File: config.mk
export PLATFORM = sky130hd
export DESIGN_NAME = stuffed_trainer_frame_decoder_core
export DESIGN_NICKNAME = d
export VERILOG_FILES = /design/src/design/stfd_pkg.sv /design/src/design/stfd_deframer.sv /design/src/design/stfd_frame_check.sv /design/src/design/stuffed_trainer_frame_decoder_core.sv
export SDC_FILE = /design/constraint.sdc
export NUM_CORES = 1
export LEC_CHECK = 0
export ABC_AREA = 1
export BUFFER_PORTS_ARGS = -buffer_cell sky130_fd_sc_hd__buf_2
export CAP_MARGIN = 10
export CORE_ASPECT_RATIO = 2
export CORE_UTILIZATION = 50
export DETAILED_ROUTE_END_ITERATION = 8
export PLACE_DENSITY = 0.68
export SYNTH_ARGS = -nofsm -noshare
export SYNTH_HDL_FRONTEND = slang
export SYNTH_SLANG_ARGS = --single-unit
File: constraint.sdc
create_clock -name clk_i -period 18.85 [get_ports clk_i]
set_clock_uncertainty 0.05 [all_clocks]
set_input_delay 3.77 -clock clk_i [delete_from_list [all_inputs] [get_ports clk_i]]
set_output_delay 3.77 -clock clk_i [all_outputs]
set_load 0.05 [all_outputs]
File: src/design/stfd_pkg.sv
package stfd_pkg;

  // Default build
  localparam int DEF_CHANNELS     = 8;
  localparam int DEF_BUFFER_LIMIT = 32;

  // Fixed field widths
  localparam int BYTE_W       = 8;
  localparam int CHAN_W       = 12;
  localparam int COUNT_OUT_W  = 6;
  localparam int OUT_CHANNELS = 8;

  // Deframer states
  typedef enum logic [3:0] {
    ST_IDLE  = 4'b0001,
    ST_START = 4'b0010,
    ST_XOR   = 4'b0100,
    ST_FRAME = 4'b1000
  } parse_state_e;

  // Result status codes
  typedef enum logic [1:0] {
    STATUS_NONE       = 2'd0,
    STATUS_GOOD       = 2'd1,
    STATUS_CSUM_ERR   = 2'd2,
    STATUS_OTHER_TYPE = 2'd3
  } status_e;

  // Configuration register indexes
  typedef enum logic [1:0] {
    CFG_DELIMITER    = 2'd0,
    CFG_ESCAPE       = 2'd1,
    CFG_UNMASK       = 2'd2,
    CFG_TRAINER_TYPE = 2'd3
  } cfg_index_e;

  typedef struct packed {
    logic [BYTE_W-1:0] delimiter;
    logic [BYTE_W-1:0] escape;
    logic [BYTE_W-1:0] unmask;
    logic [BYTE_W-1:0] trainer_type;
  } cfg_t;

  typedef struct packed {
    logic    fire;
    status_e status;
  } check_t;

endpackage

File: src/design/stfd_deframer.sv
module stfd_deframer #(
  parameter int  CHANNELS     = stfd_pkg::DEF_CHANNELS,
  parameter int  BUFFER_LIMIT = stfd_pkg::DEF_BUFFER_LIMIT,
  localparam int PAIRS        = (CHANNELS + 1) / 2,
  localparam int FRAME_LEN    = 3 * PAIRS + 2,
  localparam int CNT_W        = $clog2(BUFFER_LIMIT + 1)
) (
  input  logic                                  clk_i,
  input  logic                                  rst_ni,
  input  logic                                  accept_i,
  input  logic [stfd_pkg::BYTE_W-1:0]           byte_i,
  input  stfd_pkg::cfg_t                        cfg_i,
  input  logic                                  check_fire_i,
  output logic [CNT_W-1:0]                      count_o,
  output logic [stfd_pkg::BYTE_W-1:0]           store_o [FRAME_LEN]
);
  import stfd_pkg::*;

  parse_state_e      state_q, state_d;
  logic [CNT_W-1:0]  count_q, count_d;
  logic [BYTE_W-1:0] store_q [FRAME_LEN];
  logic [BYTE_W-1:0] store_d [FRAME_LEN];
  logic              store_req;
  logic              clear;
  logic              wr_en;
  logic [BYTE_W-1:0] store_val;

  // Unstuffing state machine
  always_comb begin
    state_d   = state_q;
    store_req = 1'b0;
    clear     = 1'b0;
    store_val = byte_i;
    case (state_q)
      ST_START: begin
        if (byte_i == cfg_i.delimiter) begin
          state_d = ST_FRAME;
          clear   = 1'b1;
        end else begin
          store_req = 1'b1;
        end
      end
      ST_FRAME: begin
        if (byte_i == cfg_i.escape) begin
          state_d = ST_XOR;
        end else if (byte_i == cfg_i.delimiter) begin
          clear = 1'b1;
        end else begin
          store_req = 1'b1;
        end
      end
      ST_XOR: begin
        // unmask cases take priority over a bare delimiter
        if (byte_i == (cfg_i.escape ^ cfg_i.unmask) ||
            byte_i == (cfg_i.delimiter ^ cfg_i.unmask)) begin
          store_req = 1'b1;
          store_val = byte_i ^ cfg_i.unmask;
          state_d   = ST_FRAME;
        end else if (byte_i == cfg_i.delimiter) begin
          clear   = 1'b1;
          state_d = ST_FRAME;
        end else begin
          state_d = ST_START;
        end
      end
      default: begin
        if (byte_i == cfg_i.delimiter) begin
          clear   = 1'b1;
          state_d = ST_START;
        end else begin
          store_req = 1'b1;
        end
      end
    endcase
  end

  // Count: a byte at the limit is dropped and clears the count
  always_comb begin
    count_d = count_q;
    if (clear) begin
      count_d = '0;
    end else if (store_req) begin
      if (count_q < CNT_W'(BUFFER_LIMIT)) begin
        count_d = count_q + CNT_W'(1);
      end else begin
        count_d = '0;
      end
    end
  end

  // Only the first FRAME_LEN positions are ever read back
  assign wr_en = store_req && !clear && (count_q < CNT_W'(BUFFER_LIMIT)) &&
                 (count_q < CNT_W'(FRAME_LEN));

  always_comb begin
    for (int e = 0; e < FRAME_LEN; e++) begin
      store_d[e] = (wr_en && count_q == CNT_W'(e)) ? store_val : store_q[e];
    end
  end

  assign count_o = count_d;
  assign store_o = store_d;

  // Control state
  always_ff @(posedge clk_i or negedge rst_ni) begin
    if (!rst_ni) begin
      state_q <= ST_IDLE;
      count_q <= '0;
    end else if (accept_i) begin
      state_q <= check_fire_i ? ST_IDLE : state_d;
      count_q <= count_d;
    end
  end

  // Frame store
  always_ff @(posedge clk_i) begin
    if (accept_i) begin
      store_q <= store_d;
    end
  end

endmodule

File: src/design/stfd_frame_check.sv
module stfd_frame_check #(
  parameter int  CHANNELS     = stfd_pkg::DEF_CHANNELS,
  parameter int  BUFFER_LIMIT = stfd_pkg::DEF_BUFFER_LIMIT,
  localparam int PAIRS        = (CHANNELS + 1) / 2,
  localparam int FRAME_LEN    = 3 * PAIRS + 2,
  localparam int CNT_W        = $clog2(BUFFER_LIMIT + 1)
) (
  input  logic                                  clk_i,
  input  logic                                  rst_ni,
  input  logic                                  accept_i,
  input  logic [CNT_W-1:0]                      count_i,
  input  logic [stfd_pkg::BYTE_W-1:0]           store_i [FRAME_LEN],
  input  logic [stfd_pkg::BYTE_W-1:0]           trainer_type_i,
  output stfd_pkg::check_t                      check_o,
  output logic [stfd_pkg::CHAN_W-1:0]           chan_o [stfd_pkg::OUT_CHANNELS]
);
  import stfd_pkg::*;

  localparam int NUM_CHAN = 2 * PAIRS;

  logic [BYTE_W-1:0] csum;
  logic              csum_ok;
  logic              update;
  logic [CHAN_W-1:0] unpacked [NUM_CHAN];
  logic [CHAN_W-1:0] chan_q   [NUM_CHAN];
  logic [CHAN_W-1:0] chan_d   [NUM_CHAN];

  // XOR over all bytes but the last
  always_comb begin
    csum = '0;
    for (int k = 0; k < FRAME_LEN - 1; k++) begin
      csum = csum ^ store_i[k];
    end
  end

  assign csum_ok = (csum == store_i[FRAME_LEN-1]);

  // Check runs whenever a full frame is held
  always_comb begin
    check_o.fire   = (count_i >= CNT_W'(FRAME_LEN));
    check_o.status = STATUS_NONE;
    if (check_o.fire) begin
      if (!csum_ok) begin
        check_o.status = STATUS_CSUM_ERR;
      end else if (store_i[0] == trainer_type_i) begin
        check_o.status = STATUS_GOOD;
      end else begin
        check_o.status = STATUS_OTHER_TYPE;
      end
    end
  end

  assign update = (check_o.status == STATUS_GOOD);

  // Three bytes carry two channels: lo byte + high nibble, then mixed nibbles
  always_comb begin
    for (int p = 0; p < PAIRS; p++) begin
      unpacked[2*p]   = {store_i[3*p+2][7:4], store_i[3*p+1]};
      unpacked[2*p+1] = {store_i[3*p+3][3:0], store_i[3*p+2][3:0], store_i[3*p+3][7:4]};
    end
  end

  always_comb begin
    for (int k = 0; k < NUM_CHAN; k++) begin
      chan_d[k] = update ? unpacked[k] : chan_q[k];
    end
  end

  // Held channel values
  always_ff @(posedge clk_i or negedge rst_ni) begin
    if (!rst_ni) begin
      for (int k = 0; k < NUM_CHAN; k++) begin
        chan_q[k] <= '0;
      end
    end else if (accept_i && update) begin
      chan_q <= unpacked;
    end
  end

  // Channels beyond the build's count read as zero
  for (genvar g = 0; g < OUT_CHANNELS; g++) begin : g_chan_out
    if (g < CHANNELS) begin : g_used
      assign chan_o[g] = chan_d[g];
    end else begin : g_unused
      assign chan_o[g] = '0;
    end
  end

endmodule

File: src/design/stuffed_trainer_frame_decoder_core.sv
// Byte-stuffed trainer frame decoder.
// The result of each accepted byte is registered in the output register.
// Throughput: one byte per cycle while in_stall_o is low; the unstuffing state,
// count and store update in the same cycle: the state loop is one register stage.
// Reset (rst_ni, async, active low): idle state, count and channels zero, config
// registers to their default bytes; frame store contents undefined until written.
module stuffed_trainer_frame_decoder_core #(
  parameter int CHANNELS     = stfd_pkg::DEF_CHANNELS,
  parameter int BUFFER_LIMIT = stfd_pkg::DEF_BUFFER_LIMIT
) (
  input  logic                                 clk_i,
  input  logic                                 rst_ni,
  // byte input
  input  logic                                 in_valid_i,
  output logic                                 in_stall_o,
  input  logic [stfd_pkg::BYTE_W-1:0]          rx_byte_i,
  // result output
  output logic                                 out_valid_o,
  input  logic                                 out_stall_i,
  output logic [1:0]                           status_o,
  output logic [stfd_pkg::COUNT_OUT_W-1:0]     stored_count_o,
  output logic [stfd_pkg::CHAN_W-1:0]          chan_0_o,
  output logic [stfd_pkg::CHAN_W-1:0]          chan_1_o,
  output logic [stfd_pkg::CHAN_W-1:0]          chan_2_o,
  output logic [stfd_pkg::CHAN_W-1:0]          chan_3_o,
  output logic [stfd_pkg::CHAN_W-1:0]          chan_4_o,
  output logic [stfd_pkg::CHAN_W-1:0]          chan_5_o,
  output logic [stfd_pkg::CHAN_W-1:0]          chan_6_o,
  output logic [stfd_pkg::CHAN_W-1:0]          chan_7_o,
  // configuration writes
  input  logic                                 cfg_valid_i,
  output logic                                 cfg_ready_o,
  input  logic [1:0]                           cfg_index_i,
  input  logic [stfd_pkg::BYTE_W-1:0]          cfg_data_i
);
  import stfd_pkg::*;

  localparam int PAIRS     = (CHANNELS + 1) / 2;
  localparam int FRAME_LEN = 3 * PAIRS + 2;
  localparam int CNT_W     = $clog2(BUFFER_LIMIT + 1);

  cfg_t              cfg_q;
  logic              accept;
  logic [CNT_W-1:0]  count_d;
  logic [BYTE_W-1:0] store_d [FRAME_LEN];
  check_t            check;
  logic [CHAN_W-1:0] chan_d [OUT_CHANNELS];

  logic                   out_valid_q;
  status_e                status_q;
  logic [COUNT_OUT_W-1:0] count_q;
  logic [CHAN_W-1:0]      chan_q [OUT_CHANNELS];

  // Handshake: take a byte unless the result register is full and stalled
  assign in_stall_o = out_valid_q & out_stall_i;
  assign accept     = in_valid_i & ~in_stall_o;

  // Configuration registers
  assign cfg_ready_o = 1'b1;

  always_ff @(posedge clk_i or negedge rst_ni) begin
    if (!rst_ni) begin
      cfg_q.delimiter    <= 8'd126;
      cfg_q.escape       <= 8'd125;
      cfg_q.unmask       <= 8'd32;
      cfg_q.trainer_type <= 8'd128;
    end else if (cfg_valid_i) begin
      case (cfg_index_i)
        CFG_DELIMITER:    cfg_q.delimiter    <= cfg_data_i;
        CFG_ESCAPE:       cfg_q.escape       <= cfg_data_i;
        CFG_UNMASK:       cfg_q.unmask       <= cfg_data_i;
        CFG_TRAINER_TYPE: cfg_q.trainer_type <= cfg_data_i;
        default: ;
      endcase
    end
  end

  stfd_deframer #(
    .CHANNELS    (CHANNELS),
    .BUFFER_LIMIT(BUFFER_LIMIT)
  ) u_deframer (
    .clk_i       (clk_i),
    .rst_ni      (rst_ni),
    .accept_i    (accept),
    .byte_i      (rx_byte_i),
    .cfg_i       (cfg_q),
    .check_fire_i(check.fire),
    .count_o     (count_d),
    .store_o     (store_d)
  );

  stfd_frame_check #(
    .CHANNELS    (CHANNELS),
    .BUFFER_LIMIT(BUFFER_LIMIT)
  ) u_frame_check (
    .clk_i         (clk_i),
    .rst_ni        (rst_ni),
    .accept_i      (accept),
    .count_i       (count_d),
    .store_i       (store_d),
    .trainer_type_i(cfg_q.trainer_type),
    .check_o       (check),
    .chan_o        (chan_d)
  );

  // Result register valid
  always_ff @(posedge clk_i or negedge rst_ni) begin
    if (!rst_ni) begin
      out_valid_q <= 1'b0;
    end else if (accept) begin
      out_valid_q <= 1'b1;
    end else if (!out_stall_i) begin
      out_valid_q <= 1'b0;
    end
  end

  // Result payload
  always_ff @(posedge clk_i) begin
    if (accept) begin
      status_q <= check.status;
      count_q  <= COUNT_OUT_W'(count_d);
      chan_q   <= chan_d;
    end
  end

  assign out_valid_o    = out_valid_q;
  assign status_o       = status_q;
  assign stored_count_o = count_q;
  assign chan_0_o       = chan_q[0];
  assign chan_1_o       = chan_q[1];
  assign chan_2_o       = chan_q[2];
  assign chan_3_o       = chan_q[3];
  assign chan_4_o       = chan_q[4];
  assign chan_5_o       = chan_q[5];
  assign chan_6_o       = chan_q[6];
  assign chan_7_o       = chan_q[7];

endmodule

### Word-level counts from Yosys, hierarchy flattened

Index checks and enable logic that the tools add are counted.

| cells by class | value |
|---|---|
| bitwise logic cells | 18 |
| shifts and indexed selects | 0 |
| equality and inequality tests | 29 |
| multiply operators | 0 |
| multiplexer cells | 47 |
| divide/modulo/power cells | 0 |
| add/subtract/negate cells | 1 |
| reductions and logical operators | 28 |
| $lt $le $gt $ge | 3 |

Operators by type and width:

| operator | number |
|---|---|
| $mux W8 | 16 |
| $xor A8 B8 Y8 | 15 |
| $mux W12 | 8 |
| $eq A8 B8 Y1 | 6 |
| $eq A6 B4 Y1 const B | 6 |
| $eq A6 B3 Y1 const B | 4 |
| $mux W4 | 6 |
| $logic_and A1 B1 Y1 | 18 |
| $mux W6 | 3 |
| $eq A6 B2 Y1 const B | 2 |
| $pmux W4 S3 | 1 |
| $mux W1 | 8 |
| $reduce_and A2 Y1 | 4 |
| $add A6 B1 Y6 const B | 1 |
| $eq A6 B1 Y1 const B | 1 |
| $ge A6 B4 Y1 const B | 1 |
| $logic_not A6 Y1 | 1 |
| $lt A6 B4 Y1 const B | 1 |
| $lt A6 B6 Y1 const B | 1 |
| $mux W2 | 3 |
| $ne A3 B1 Y1 const B | 2 |
| $eq A2 B1 Y1 const B | 2 |
| $eq A2 B2 Y1 const B | 2 |
| $eq A4 B2 Y1 const B | 1 |
| other kinds (11) | 13 |

| storage, ports and cells | value |
|---|---|
| bits in registers | 355 |
| memory bits (writable) | 0 |
| bits in read-only memories | 0 |
| bits in latches | 0 |
| memories | 0 |
| logic and storage cells | 165 |
| input bits | 23 |

### Logic depth before layout (Yosys ltp)

Gate-level depths: netlist of the first run.

| depth | value |
|---|---|
| depth in word-level cells | 28 |
| mapped depth | 36 |
| depth with buffers taken out | 33 |

### Cells and area by module

From an unflattened synthesis of the first run, not the netlist that was laid out.

| second synthesis, totals | value |
|---|---|
| cells, all modules | 2,234 |
| area total of the unflattened synthesis | 18,460.2 um^2 |

By module, submodules not included:

| module | cells each | times used | area each (um^2) |
|---|---|---|---|
| stfd_frame_check | 1,178 | 1 | 7,083.0 |
| stfd_deframer | 801 | 1 | 6,745.2 |
| stuffed_trainer_frame_decoder_core | 255 | 1 | 4,631.9 |

### Worst setup path after synthesis of the first run

Ideal clock, no wire load.

| path | value |
|---|---|
| path kind | input to register |
| start point | in out_stall_i |
| end point | reg u_deframer.count_q[0] |
| arrival | 10.565 ns |
| cell stages on the path | 5 |
| library setup time | 0.432 ns |
| setup slack | 7.803 ns |
| buffers on the path | 1 |
| required time | 18.368 ns |
| cells stage by stage | nand2_1 -> inv_1 -> nor2_1 -> clkbuf_1 -> o21ai_0 |

| between the ends | value |
|---|---|
| cells in the longest elaborated chain, start to end | 3 |

RTL lines:

| element | RTL line | RTL |
|---|---|---|
| from (decl) | stuffed_trainer_frame_decoder_core.sv:19 | `input logic out_stall_i,` |
| $and A1 B1 Y1 | stuffed_trainer_frame_decoder_core.sv:55 | `assign in_stall_o = out_valid_q & out_stall_i;` |
| named net in_stall_o | stuffed_trainer_frame_decoder_core.sv:15 | `output logic in_stall_o,` |
| $not A1 Y1 | stuffed_trainer_frame_decoder_core.sv:56 | `assign accept = in_valid_i & ~in_stall_o;` |
| $and A1 B1 Y1 | stuffed_trainer_frame_decoder_core.sv:56 |  |
| named net accept | stuffed_trainer_frame_decoder_core.sv:43 | `logic accept;` |
| to (signal assigned) | stfd_deframer.sv:111 | `count_q <= count_d;` |
| to (decl) | stfd_deframer.sv:20 | `logic [CNT_W-1:0] count_q, count_d;` |

The timed path passes the listed nets, and every way through them passes these cells.
A chain may end at the register's enable or synchronous reset.

==> results of run 1 <==
[synthesized netlist by cell type, drive strengths merged]
| library cell | n |
|---|---|
| nor3 | 17 |
| nand3 | 88 |
| dfstp | 15 |
| a41oi | 1 |
| a31o | 1 |
| a21oi | 3 |
| edfxtp | 216 |
| clkbuf | 59 |
| nor2 | 72 |
| conb | 1 |
| xor2 | 6 |
| nor4 | 2 |
| nand3b | 4 |
| dfrtp | 124 |
| xnor2 | 14 |
| nand4 | 206 |
| clkinv | 1 |
| or2 | 4 |
| o21a | 1 |
| nand2 | 1160 |
| ha | 4 |
| a211oi | 1 |
| buf | 81 |
| o21bai | 2 |
| o21ai | 183 |
| inv | 242 |
[metrics by stage]
stage	instances	utilization (%)	setup slack, ns	hold WS [ns]	power (mW)
after floorplan	2508	-	7.80	0.392	1.73
after global placement	3031	52.6	8.48	0.403	2.01
after detailed placement	3031	52.6	8.34	0.409	2.03
after CTS	3092	55.5	8.88	0.424	2.75
after global routing	3092	55.5	8.16	0.440	2.90
final	3092	55.5	8.77	0.422	2.75
[state kept, by name, indices dropped and copies added (netlist names)]
signal                cells
u_deframer.store_q      112
chan_4_o                 12
chan_5_o                 12
stored_count_o            6
u_frame_check.chan_q     96
chan_6_o                 12
cfg_q                    32
chan_0_o                 12
chan_1_o                 12
chan_3_o                 12
status_o                  2
out_valid_o               1
chan_2_o                 12
chan_7_o                 12
u_deframer.count_q        6
u_deframer.state_q        4
[final timing paths]
| path | end | cells past startpoint | slack (ns) |
|---|---|---|---|
| max in group asynchronous | u_frame_check.chan_q[76]$_DFFE_PN0P_ | 2 | 14.11 |
| setup / recovery | chan_0_o[7]$_DFFE_PP_ | 32 | 8.77 |
| min in group asynchronous | cfg_q[2]$_DFFE_PN0P_ | 1 | 3.25 |
| setup reg to reg | chan_0_o[7]$_DFFE_PP_ | 30 | 11.69 |
| hold reg to reg | u_frame_check.chan_q[31]$_DFFE_PN0P_ | 2 | 0.42 |
| hold / removal | u_frame_check.chan_q[31]$_DFFE_PN0P_ | 2 | 0.42 |
[worst max-delay path: cells and delay by family]
kind                   cells  cell delay (ns)
and+or+nand+nor           23             3.82
buffers and inverters      8             2.33
AOI/OAI and AO/OA          1             0.32
[power by group through the flow]
stage | Clock (mW) | Combinational [mW] | Sequential [mW]
3_5_place_dp | 0 | 1.04 | 0.986
4_1_cts | 0.729 | 1.05 | 0.970
6_report | 0.721 | 1.06 | 0.971
2_1_floorplan | 0 | 0.707 | 1.02
5_1_grt | 0.753 | 1.17 | 0.979
3_3_place_gp | 0 | 1.03 | 0.984
[layer usage]
layer  share of wire [%]  up-vias  wire length, microns
li1                    -     8250                     -
met1                  36     7837                 20500
met4                 8.6        0                  4970
met5                   0        -                     0
met3                 4.2      178                  2400
met2                  52      563                 29700
[logic make-up (layout without fill, tap and decap cells)]
family / Yosys count / after routing / share of synthesized area, %
AOI/OAI and AO/OA: 192 / 192 / 5.34
xor gates and xnor gates: 20 / 20 / 0.894
adders and majority gates: 4 / 4 / 0.255
buffers and inverters: 383 / 447 / 8.43
DFF: 355 / 355 / 50.9
other: 1 / 1 / 0.0191
and+or+nand+nor: 1553 / 1553 / 34.1
[area by class of cell]
class,instances,area (sq um)
timing repair buffer,143,772
tap,520,651
clock inverter,10,134
inverter,243,912
multi-input combinational,1770,8010
clock buffer,51,1010
fill,3619,17200
sequential,355,9980
==> results.tsv, run 1 <==
stage	metric	value	unit
status	status	finished clean	
setup_path	path_max_fanout	84	
hold_path	hp-class	reg2reg	
clock_network	clkTransAtPathRegs	0.07	ns
routing	detail_route.first_pass.iterations	6	
routing	vias_per_cell	5.44	
floorplanning	die_x	142	microns
layout	final_common_cell	nand2_1	
routing	via_count	16828	
clock_network	cts_htree_levels	2	
floorplanning	dieArea	40000	sq um
timing	max_slew_margin	26.7	%
setup_path	slowest_delay	0.80	ns
setup_path	cp_common_cell	nand2_1	
routing	route.detailed.drc	0	
clock_network	cts-root-buf	clkbuf_16	
synthesis	yosys_warnings	0	
routing	wl_per_cell	18.6	microns
hold_path	hold_path.startpoint	u_frame_check.chan_q[31]$_DFFE_PN0P_	
synthesis	synth_area_leader_cell	edfxtp_1	
timing	fin_setup_tns	0	ns
clock_network	cts_made_buffers	34	
global_routing	grt_overflow	0	
pwr	power.net_switching	1.16	mW
timing	final-max-slew-violation-count	0	
synthesis	syn_inst	2508	
place	gp_congestion	0.974	
clock_network	clk_latency	0.54	ns
global_routing	grt_max_degree	155	
layout	area_growth	9.56	%
layout	finalInstanceArea	21500	sq um
timing	setup_viol	0	
pwr	internal-power	1.59	mW
setup_path	crit_required	19.19	ns
layout	drive_above_1_share	10.8	%
floorplanning	initial_core_util	50.7	%
pwr	ir_worst_vdd	0.0000889	V
floorplanning	core_area	38700	sq um
run	cap_violations	0	
routing	drtIter0Drc	1274	
synthesis	syn_area_per_cell	7.81	sq um
layout	num_antenna_cells	0	
synthesis	netlist_area	19600	sq um
setup_path	timing.critical_path.to_type	flop	
global_routing	met1_usage	31.2	%
timing	period_needed	10.08	ns
clock_network	cts_resized	0	
global_routing	grt_pass1_wl	88.8	mm
clock_network	clk_path_buf_depth	3	
floorplanning	die_h	282	microns
clock_network	postCtsSetupRepairBufs	0	
layout	layout.nets	2574	
synthesis	ys_types	46	
setup_path	cpMaxStageDelayCell	nor2_4	
setup_path	rr_startpoint	cfg_q[30]$_DFFE_PN1P_	
setup_path	cp.arrival	10.42	ns
clock_network	cts_num_sinks	355	
clock_network	postCtsHoldBufs	0	
global_routing	busiest_layer	met2	
global_routing	use_met3	2.97	%
routing	drt-total-wl	57.6	mm
timing	period_share	53.5	%
global_routing	grt_use_met2	53.0	%
pwr	p_per_area	128	nW/um^2
setup_path	worst_setup_path_start_kind	input port	
place	hpwl	40.3	mm
pwr	p_leak	11.0	nW
place	dpl_cell_area	20300	sq um
synthesis	ys_seq_elements	355	
floorplanning	rows	102	
global_routing	grt_antenna_before_repair	0	
timing	fmax	0.0992	GHz
clock_network	cts_tree	done	
pwr	combPwrFrac	38.4	%
timing	worst_pin_slew	1.10	ns
setup_path	crit_start	rx_byte_i[6]	
place	io_buffer_count	128	
pwr	seq_power_share	35.3	%
global_routing	grt_pass1_vias	15987	
pwr	pwr-share-clk	26.3	%
timing	hold_viol	0	
synthesis	synth.area.top_cells	edfxtp_1 33%, nand2_1 22%, dfrtp_1 16%, nand4_1 6.4%, inv_1 4.3%	
setup_path	worst-setup-path-type	in2reg	
layout	final_cell_mix	1,154 x nand2_1, 225 x inv_1, 216 x edfxtp_1	
pwr	swShare	42.1	%
synthesis	syn_nets	2535	
synthesis	synth_top_area_share	33.1	%
synthesis	seq_area_frac_synth	50.9	%
floorplanning	num_io_pins	130	
routing	postRouteAntennaNets	0	
global_routing	grtUsageTotal	29.4	%
timing	rsz0062_at_grt	false	
No activity file was read; power rests on OpenSTA's default activity.
==> run 2, diff against run 1 <==
--- a/config.mk
+++ b/config.mk
@@ -5,7 +5,7 @@
 export SDC_FILE = /design/constraint.sdc
 export NUM_CORES = 1
 export LEC_CHECK = 0
-export ABC_AREA = 1
+export ABC_AREA = 0
 export BUFFER_PORTS_ARGS = -buffer_cell sky130_fd_sc_hd__buf_2
 export CAP_MARGIN = 10
 export CORE_ASPECT_RATIO = 2
==> constraint.sdc (replaced) <==
create_clock -name clk_i -period 9.68 [get_ports clk_i]
set_clock_uncertainty 0.05 [all_clocks]
set_input_delay 1.936 -clock clk_i [delete_from_list [all_inputs] [get_ports clk_i]]
set_output_delay 1.936 -clock clk_i [all_outputs]
set_load 0.05 [all_outputs]
==> results.tsv, run 2 <==
stage	metric	value	unit
routing	drt-total-wl	44.9	mm
run	cap_violations	0	
setup_path	rr_startpoint	cfg_q[29]$_DFFE_PN1P_	
clock_network	cts_htree_levels	1	
clock_network	clk_path_buf_depth	3	
setup_path	path_cells	buf_2 -> xnor3_1 -> nand4_1 -> o22ai_1 -> nand3_1 -> xor2_2 -> buf_4 -> mux2i_1 -> xnor2_1 -> xnor2_1 -> xnor2_1 -> xnor3_1 -> nor4_2 -> and4bb_4 -> buf_4 -> mux2_1	
layout	top_regs	u_deframer.store_q x112, u_frame_check.chan_q x96, cfg_q x32	
setup_path	cpMaxStageDelayCell	o22ai_1	
timing	period_needed	7.36	ns
floorplanning	num_io_pins	130	
synthesis	syn_area_per_cell	13.4	sq um
routing	vias_per_cell	5.80	
synthesis	synth_top_area_share	35.7	%
pwr	p_leak	8.88	nW
routing	route.detailed.drc	0	
layout	num_antenna_cells	0	
layout	finalNonFillerCells	1943	
global_routing	grt_max_degree	92	
setup_path	worst-setup-path-type	in2reg	
synthesis	ys_seq_elements	355	
routing	detail_route.first_pass.iterations	5	
synthesis	synthArstFlopShare	39.2	%
clock_network	cts_resized	0	
synthesis	yosysMostFrequentCell	edfxtp_1	
status	status	finished clean	
timing	max_slew_margin	14.2	%
routing	via_count	11261	
timing	period_share	76.1	%
setup_path	cp_common_cell	xnor2_1	
pwr	ir_worst_vdd	0.000175	V
setup_path	worst_setup_path_start_kind	input port	
layout	drive_above_1_share	19.3	%
clock_network	postCtsHoldBufs	0	
synthesis	yosys_warnings	0	
pwr	pwr-share-clk	30.7	%
layout	final_util	56.5	%
floorplanning	die_h	271	microns
hold_path	hp-class	reg2reg	
global_routing	grt_antenna_before_repair	0	
setup_path	crit_start	rx_byte_i[2]	
setup_path	crit_required	9.96	ns
synthesis	syn_inst	1358	
setup_path	path_max_fanout	44	
floorplanning	initial_core_util	50.7	%
pwr	swShare	30.9	%
synthesis	synth.area.top_cells	edfxtp_1 36%, dfrtp_1 17%, mux2_1 12%, xnor2_1 4.4%, xnor3_1 4.2%	
timing	fin_setup_tns	0	ns
timing	final-max-slew-violation-count	0	
pwr	seq_power_share	42.8	%
place	place_inst	1885	
synthesis	synth_ff_type	edfxtp_1	
clock_network	cts_made_buffers	31	
hold_path	hold_path.startpoint	u_frame_check.chan_q[26]$_DFFE_PN0P_	
place	io_buffer_count	128	
pwr	power.net_switching	1.34	mW
layout	area_growth	11.4	%
synthesis	synth_edf_count	216	
clock_network	postCtsSetupRepairBufs	0	
synthesis	ys_top_cells_by_count	216 x edfxtp_1, 193 x mux2_1, 124 x dfrtp_1, 91 x xnor2_1, 84 x nand2_1	
layout	fillers	2968	
timing	worst_pin_slew	1.27	ns
routing	drtIter0Drc	768	
floorplanning	core_area	35800	sq um
place	gp_congestion	0.922	
layout	max_flop_register	u_deframer.store_q	
layout	layout.nets	1495	
layout	final_cell_mix	216 x edfxtp_1, 193 x mux2_1, 127 x buf_2	
clock_network	clk_latency	0.59	ns
place	hpwl	31.8	mm
timing	hold_viol	0	
global_routing	grtUsageTotal	25.1	%
pwr	internal-power	2.99	mW
pwr	p_per_area	214	nW/um^2
setup_path	crit_family	XOR/XNOR gates	
floorplanning	dieArea	37100	sq um
layout	largest_reg_flops	112	
clock_network	cts_num_sinks	355	
clock_network	cts_tree	done	
routing	postRouteAntennaNets	0	
timing	fmax	0.136	GHz
global_routing	grt_overflow	0	
routing	wl_per_cell	23.1	microns
timing	rsz0062_at_grt	false	
timing	setup_viol	0	
setup_path	crit_buf_inv	3	
clock_network	cts-root-buf	clkbuf_16	
synthesis	netlist_area	18100	sq um
setup_path	slowest_delay	0.62	ns
floorplanning	rows	98	
synthesis	synth_area_leader_cell	edfxtp_1	
synthesis	seq_area_frac_synth	55.0	%
synthesis	ys_types	77	
global_routing	grt_pass1_vias	11482	
pwr	combPwrFrac	26.5	%
setup_path	cp.arrival	7.64	ns
floorplanning	die_x	137	microns
clock_network	clkTransAtPathRegs	0.07	ns
layout	final_common_cell	edfxtp_1	
setup_path	timing.critical_path.to_type	flop	
global_routing	grt_pass1_wl	68.9	mm
synthesis	syn_nets	1385	
==> run 2: layer usage <==
| layer | track usage, % | vias up | wire length (microns) |
|---|---|---|---|
| met5 | 0 | - | 0 |
| met4 | 12.5 | 0 | 2320 |
| met3 | 2.71 | 97 | 1640 |
| met2 | 46.0 | 317 | 24600 |
| met1 | 28.1 | 5686 | 16400 |
| li1 | - | 5161 | - |
==> run 2: area by class of cell <==
| type | instances | area, sq um | area share [%] |
|---|---|---|---|
| Sequential cell | 355 | 9980 | 49.4 |
| Multi-Input combinational cell | 885 | 7580 | 37.5 |
| Clock buffer | 40 | 851 | 4.21 |
| Timing Repair Buffer | 153 | 847 | 4.19 |
| Tap cell | 450 | 563 | 2.79 |
| Clock inverter | 18 | 228 | 1.13 |
| Inverter | 42 | 165 | 0.817 |
==> run 2: power groups by stage <==
| stage | registers, mW | clock network [mW] | logic [mW] |
|---|---|---|---|
| 6_report | 1.85 | 1.33 | 1.14 |
| 5_1_grt | 1.86 | 1.40 | 1.23 |
| 3_3_place_gp | 1.88 | 0 | 1.12 |
| 4_1_cts | 1.85 | 1.36 | 1.14 |
| 2_1_floorplan | 1.93 | 0 | 0.785 |
| 3_5_place_dp | 1.88 | 0 | 1.14 |
==> run 2: worst paths after layout <==
kind / end / slack, ns / cells past startpoint
max: chan_6_o[4]$_DFFE_PP_ / 2.32 / 16
min: u_frame_check.chan_q[26]$_DFFE_PN0P_ / 0.43 / 1
min reg2reg: u_frame_check.chan_q[26]$_DFFE_PN0P_ / 0.43 / 1
max reg2reg: chan_6_o[4]$_DFFE_PP_ / 3.42 / 15
min in group asynchronous: cfg_q[11]$_DFFE_PN0P_ / 1.30 / 1
max in group asynchronous: u_frame_check.chan_q[28]$_DFFE_PN0P_ / 6.95 / 2
==> run 2: metrics by stage <==
| step | instance area, sq um | power, mW | worst slack [ns] | hold slack [ns] |
|---|---|---|---|---|
| after CTS | 20200 | 4.35 | 2.32 | 0.433 |
| after global placement | 19100 | 3.00 | 1.82 | 0.409 |
| final | 20200 | 4.32 | 2.32 | 0.428 |
| after detailed placement | 19100 | 3.02 | 1.71 | 0.417 |
| after floorplan | 18100 | 2.71 | 2.50 | 0.400 |
| after global routing | 20200 | 4.49 | 2.02 | 0.436 |
==> run 2: worst register-to-register path: cells and delay by family (launching register included) <==
family / cells / cell delay (ns)
AND/OR/NAND/NOR: 4 / 1.09
multiplexers: 2 / 0.69
buffers and inverters: 2 / 0.93
AO/OA/AOI/OAI: 1 / 0.64
XOR/XNOR: 6 / 2.05
flip-flops: 1 / 0.56
==> run 2: cells by family (layout without fill, tap and decap cells) <==
kind of cell             count (synthesis)  count (layout)  synth area share [%]
flip-flops                             355             355                  55.0
multiplexers                           275             275                  16.9
AO/OA/AOI/OAI                          189             189                  6.54
buffers and inverters                  118             253                  3.39
XOR/XNOR                               185             185                  11.7
adder cells (fa/ha/maj)                  4               4                 0.276
AND/OR/NAND/NOR                        231             231                  6.08
other                                    1               1                0.0207
==> run 3, diff against run 2 <==
--- a/config.mk
+++ b/config.mk
@@ -5,7 +5,7 @@
 export SDC_FILE = /design/constraint.sdc
 export NUM_CORES = 1
 export LEC_CHECK = 0
-export ABC_AREA = 0
+export ABC_AREA = 1
 export BUFFER_PORTS_ARGS = -buffer_cell sky130_fd_sc_hd__buf_2
 export CAP_MARGIN = 10
 export CORE_ASPECT_RATIO = 2
==> constraint.sdc (replaced) <==
create_clock -name clk_i -period 7.6 [get_ports clk_i]
set_clock_uncertainty 0.05 [all_clocks]
set_input_delay 1.52 -clock clk_i [delete_from_list [all_inputs] [get_ports clk_i]]
set_output_delay 1.52 -clock clk_i [all_outputs]
set_load 0.05 [all_outputs]
==> results.tsv, run 3 (synthesis results as in run 1) <==
stage	metric	value	unit
status	status	finished clean	
clock_network	cts_htree_levels	2	
layout	largest_reg_flops	112	
clock_network	postCtsHoldBufs	0	
run	cap_violations	0	
global_routing	grt_overflow	0	
layout	max_flop_register	u_deframer.store_q	
clock_network	clk_path_buf_depth	3	
setup_path	cpMaxStageDelayCell	o21ai_0	
timing	setup_ws	1.57	ns
floorplanning	initial_core_util	50.7	%
place	gp_congestion	0.931	
clock_network	cts_made_buffers	35	
setup_path	worst-setup-path-type	in2reg	
layout	area_growth	10.9	%
routing	drtIter0Drc	1400	
setup_path	timing.critical_path.to_type	flop	
hold_path	hp-class	reg2reg	
layout	final_util	56.2	%
floorplanning	die_h	282	microns
pwr	p_leak	11.1	nW
layout	fillers	3621	
timing	hold_ws	0.420	ns
timing	final-max-slew-violation-count	0	
place	post-place-ws	1.04	ns
clock_network	clk_latency	0.54	ns
place	dpl_cell_area	20500	sq um
pwr	power	6.91	mW
global_routing	grt_pass1_wl	89.8	mm
clock_network	postCtsSetupRepairBufs	0	
layout	top_regs	u_deframer.store_q x112, u_frame_check.chan_q x96, cfg_q x32	
timing	period_share	79.3	%
setup_path	cp.arrival	6.27	ns
floorplanning	dieArea	40000	sq um
layout	finalInstanceArea	21700	sq um
routing	drt-total-wl	57.9	mm
place	hpwl	41.2	mm
global_routing	grt_pass1_vias	16306	
layout	final_cell_mix	1,154 x nand2_1, 225 x inv_1, 216 x edfxtp_1	
pwr	ir_worst_vdd	0.000191	V
clock_network	clkTransAtPathRegs	0.06	ns
global_routing	grtUsageTotal	29.7	%
routing	via_count	17081	
layout	layout.nets	2594	
layout	finalNonFillerCells	3113	
routing	route.detailed.drc	0	
clock_network	cts_num_sinks	355	
floorplanning	rows	102	
timing	worst_pin_slew	1.10	ns
global_routing	grt_antenna_before_repair	0	
global_routing	grt_max_degree	166	
routing	wl_per_cell	18.6	microns
routing	postRouteAntennaNets	0	
timing	max_slew_margin	26.5	%
place	io_buffer_count	128	
layout	final_common_cell	nand2_1	
setup_path	slowest_delay	0.71	ns
place	place_inst	3050	
setup_path	crit_family	simple AND/OR/NAND/NOR gates	
setup_path	crit_required	7.85	ns
layout	drive_above_1_share	11.6	%
layout	num_antenna_cells	0	
timing	fmax	0.166	GHz
floorplanning	die_x	142	microns
pwr	p_per_area	318	nW/um^2
timing	fin_setup_tns	0	ns
timing	period_needed	6.03	ns
setup_path	path_max_fanout	38	
setup_path	worst_setup_path_start_kind	input port	
setup_path	crit_buf_inv	8	
timing	setup_viol	0	
floorplanning	num_io_pins	130	
clock_network	cts_resized	0	
timing	rsz0062_at_grt	false	
timing	hold_viol	0	
routing	vias_per_cell	5.49	
setup_path	cp_common_cell	nand2_1	
clock_network	cts-root-buf	clkbuf_16	
clock_network	cts_tree	done	
floorplanning	core_area	38700	sq um
routing	detail_route.first_pass.iterations	6	
[run 3: changes by cell type in the layout (fill, tap and decap cells not counted), moves of 34 or more]
cell     change
o21ai_1     +49
mux2_2      -49
o21ai_0     +45
nand2_1   +1070
xnor3_1     -34
xor2_1      -48
mux2_1     -193
a21oi_1     -39
xnor2_1     -76
nand3_1     +63
nand4_1    +191
inv_1      +184
[run 3: worst paths after layout]
kind                                                            from                                    to  slack [ns]  cells past startpoint
min in group asynchronous                                     rst_ni  u_frame_check.chan_q[65]$_DFFE_PN0P_        0.97                      1
worst max register to register                 cfg_q[19]$_DFFE_PN1P_                 status_o[1]$_DFFE_PP_        2.20                     30
worst min register to register  u_frame_check.chan_q[57]$_DFFE_PN0P_  u_frame_check.chan_q[57]$_DFFE_PN0P_        0.42                      2
worst max-delay path                                    rx_byte_i[3]                 status_o[1]$_DFFE_PP_        1.57                     32
max in group asynchronous                                     rst_ni  u_frame_check.chan_q[86]$_DFFE_PN0P_        5.15                      2
worst min-delay path            u_frame_check.chan_q[57]$_DFFE_PN0P_  u_frame_check.chan_q[57]$_DFFE_PN0P_        0.42                      2
[run 3: where the power goes]
part | total [mW] | internal [mW] | switching (mW) | leakage (nW)
clock | 1.84 | 1.07 | 0.769 | 0.584
combinational | 2.66 | 0.649 | 2.02 | 6.58
sequential | 2.40 | 2.30 | 0.102 | 3.95
[run 3: layout make-up]
type	count	area [sq um]	area share [%]
clock buffers	49	1010	4.65
clock inverters	14	175	0.806
inverters	243	912	4.20
multi-input cells	1770	8010	36.9
flip-flops and latches	355	9980	45.9
well taps	520	651	2.99
repair buffers	162	990	4.55
[run 3: layer usage]
| layer | vias to the layer above | routed length, microns | global-route usage (%) |
|---|---|---|---|
| met2 | 595 | 30200 | 53.4 |
| met1 | 8016 | 20400 | 31.7 |
| met3 | 187 | 2700 | 3.43 |
| met5 | - | 0 | 0 |
| li1 | 8283 | - | - |
| met4 | 0 | 4650 | 22.3 |
[run 3: tightest hold or removal path, stage by stage (launching register included)]
cell and delay (ns):
dfrtp_1 0.34, nand2_1 0.05, nand2_1 0.05
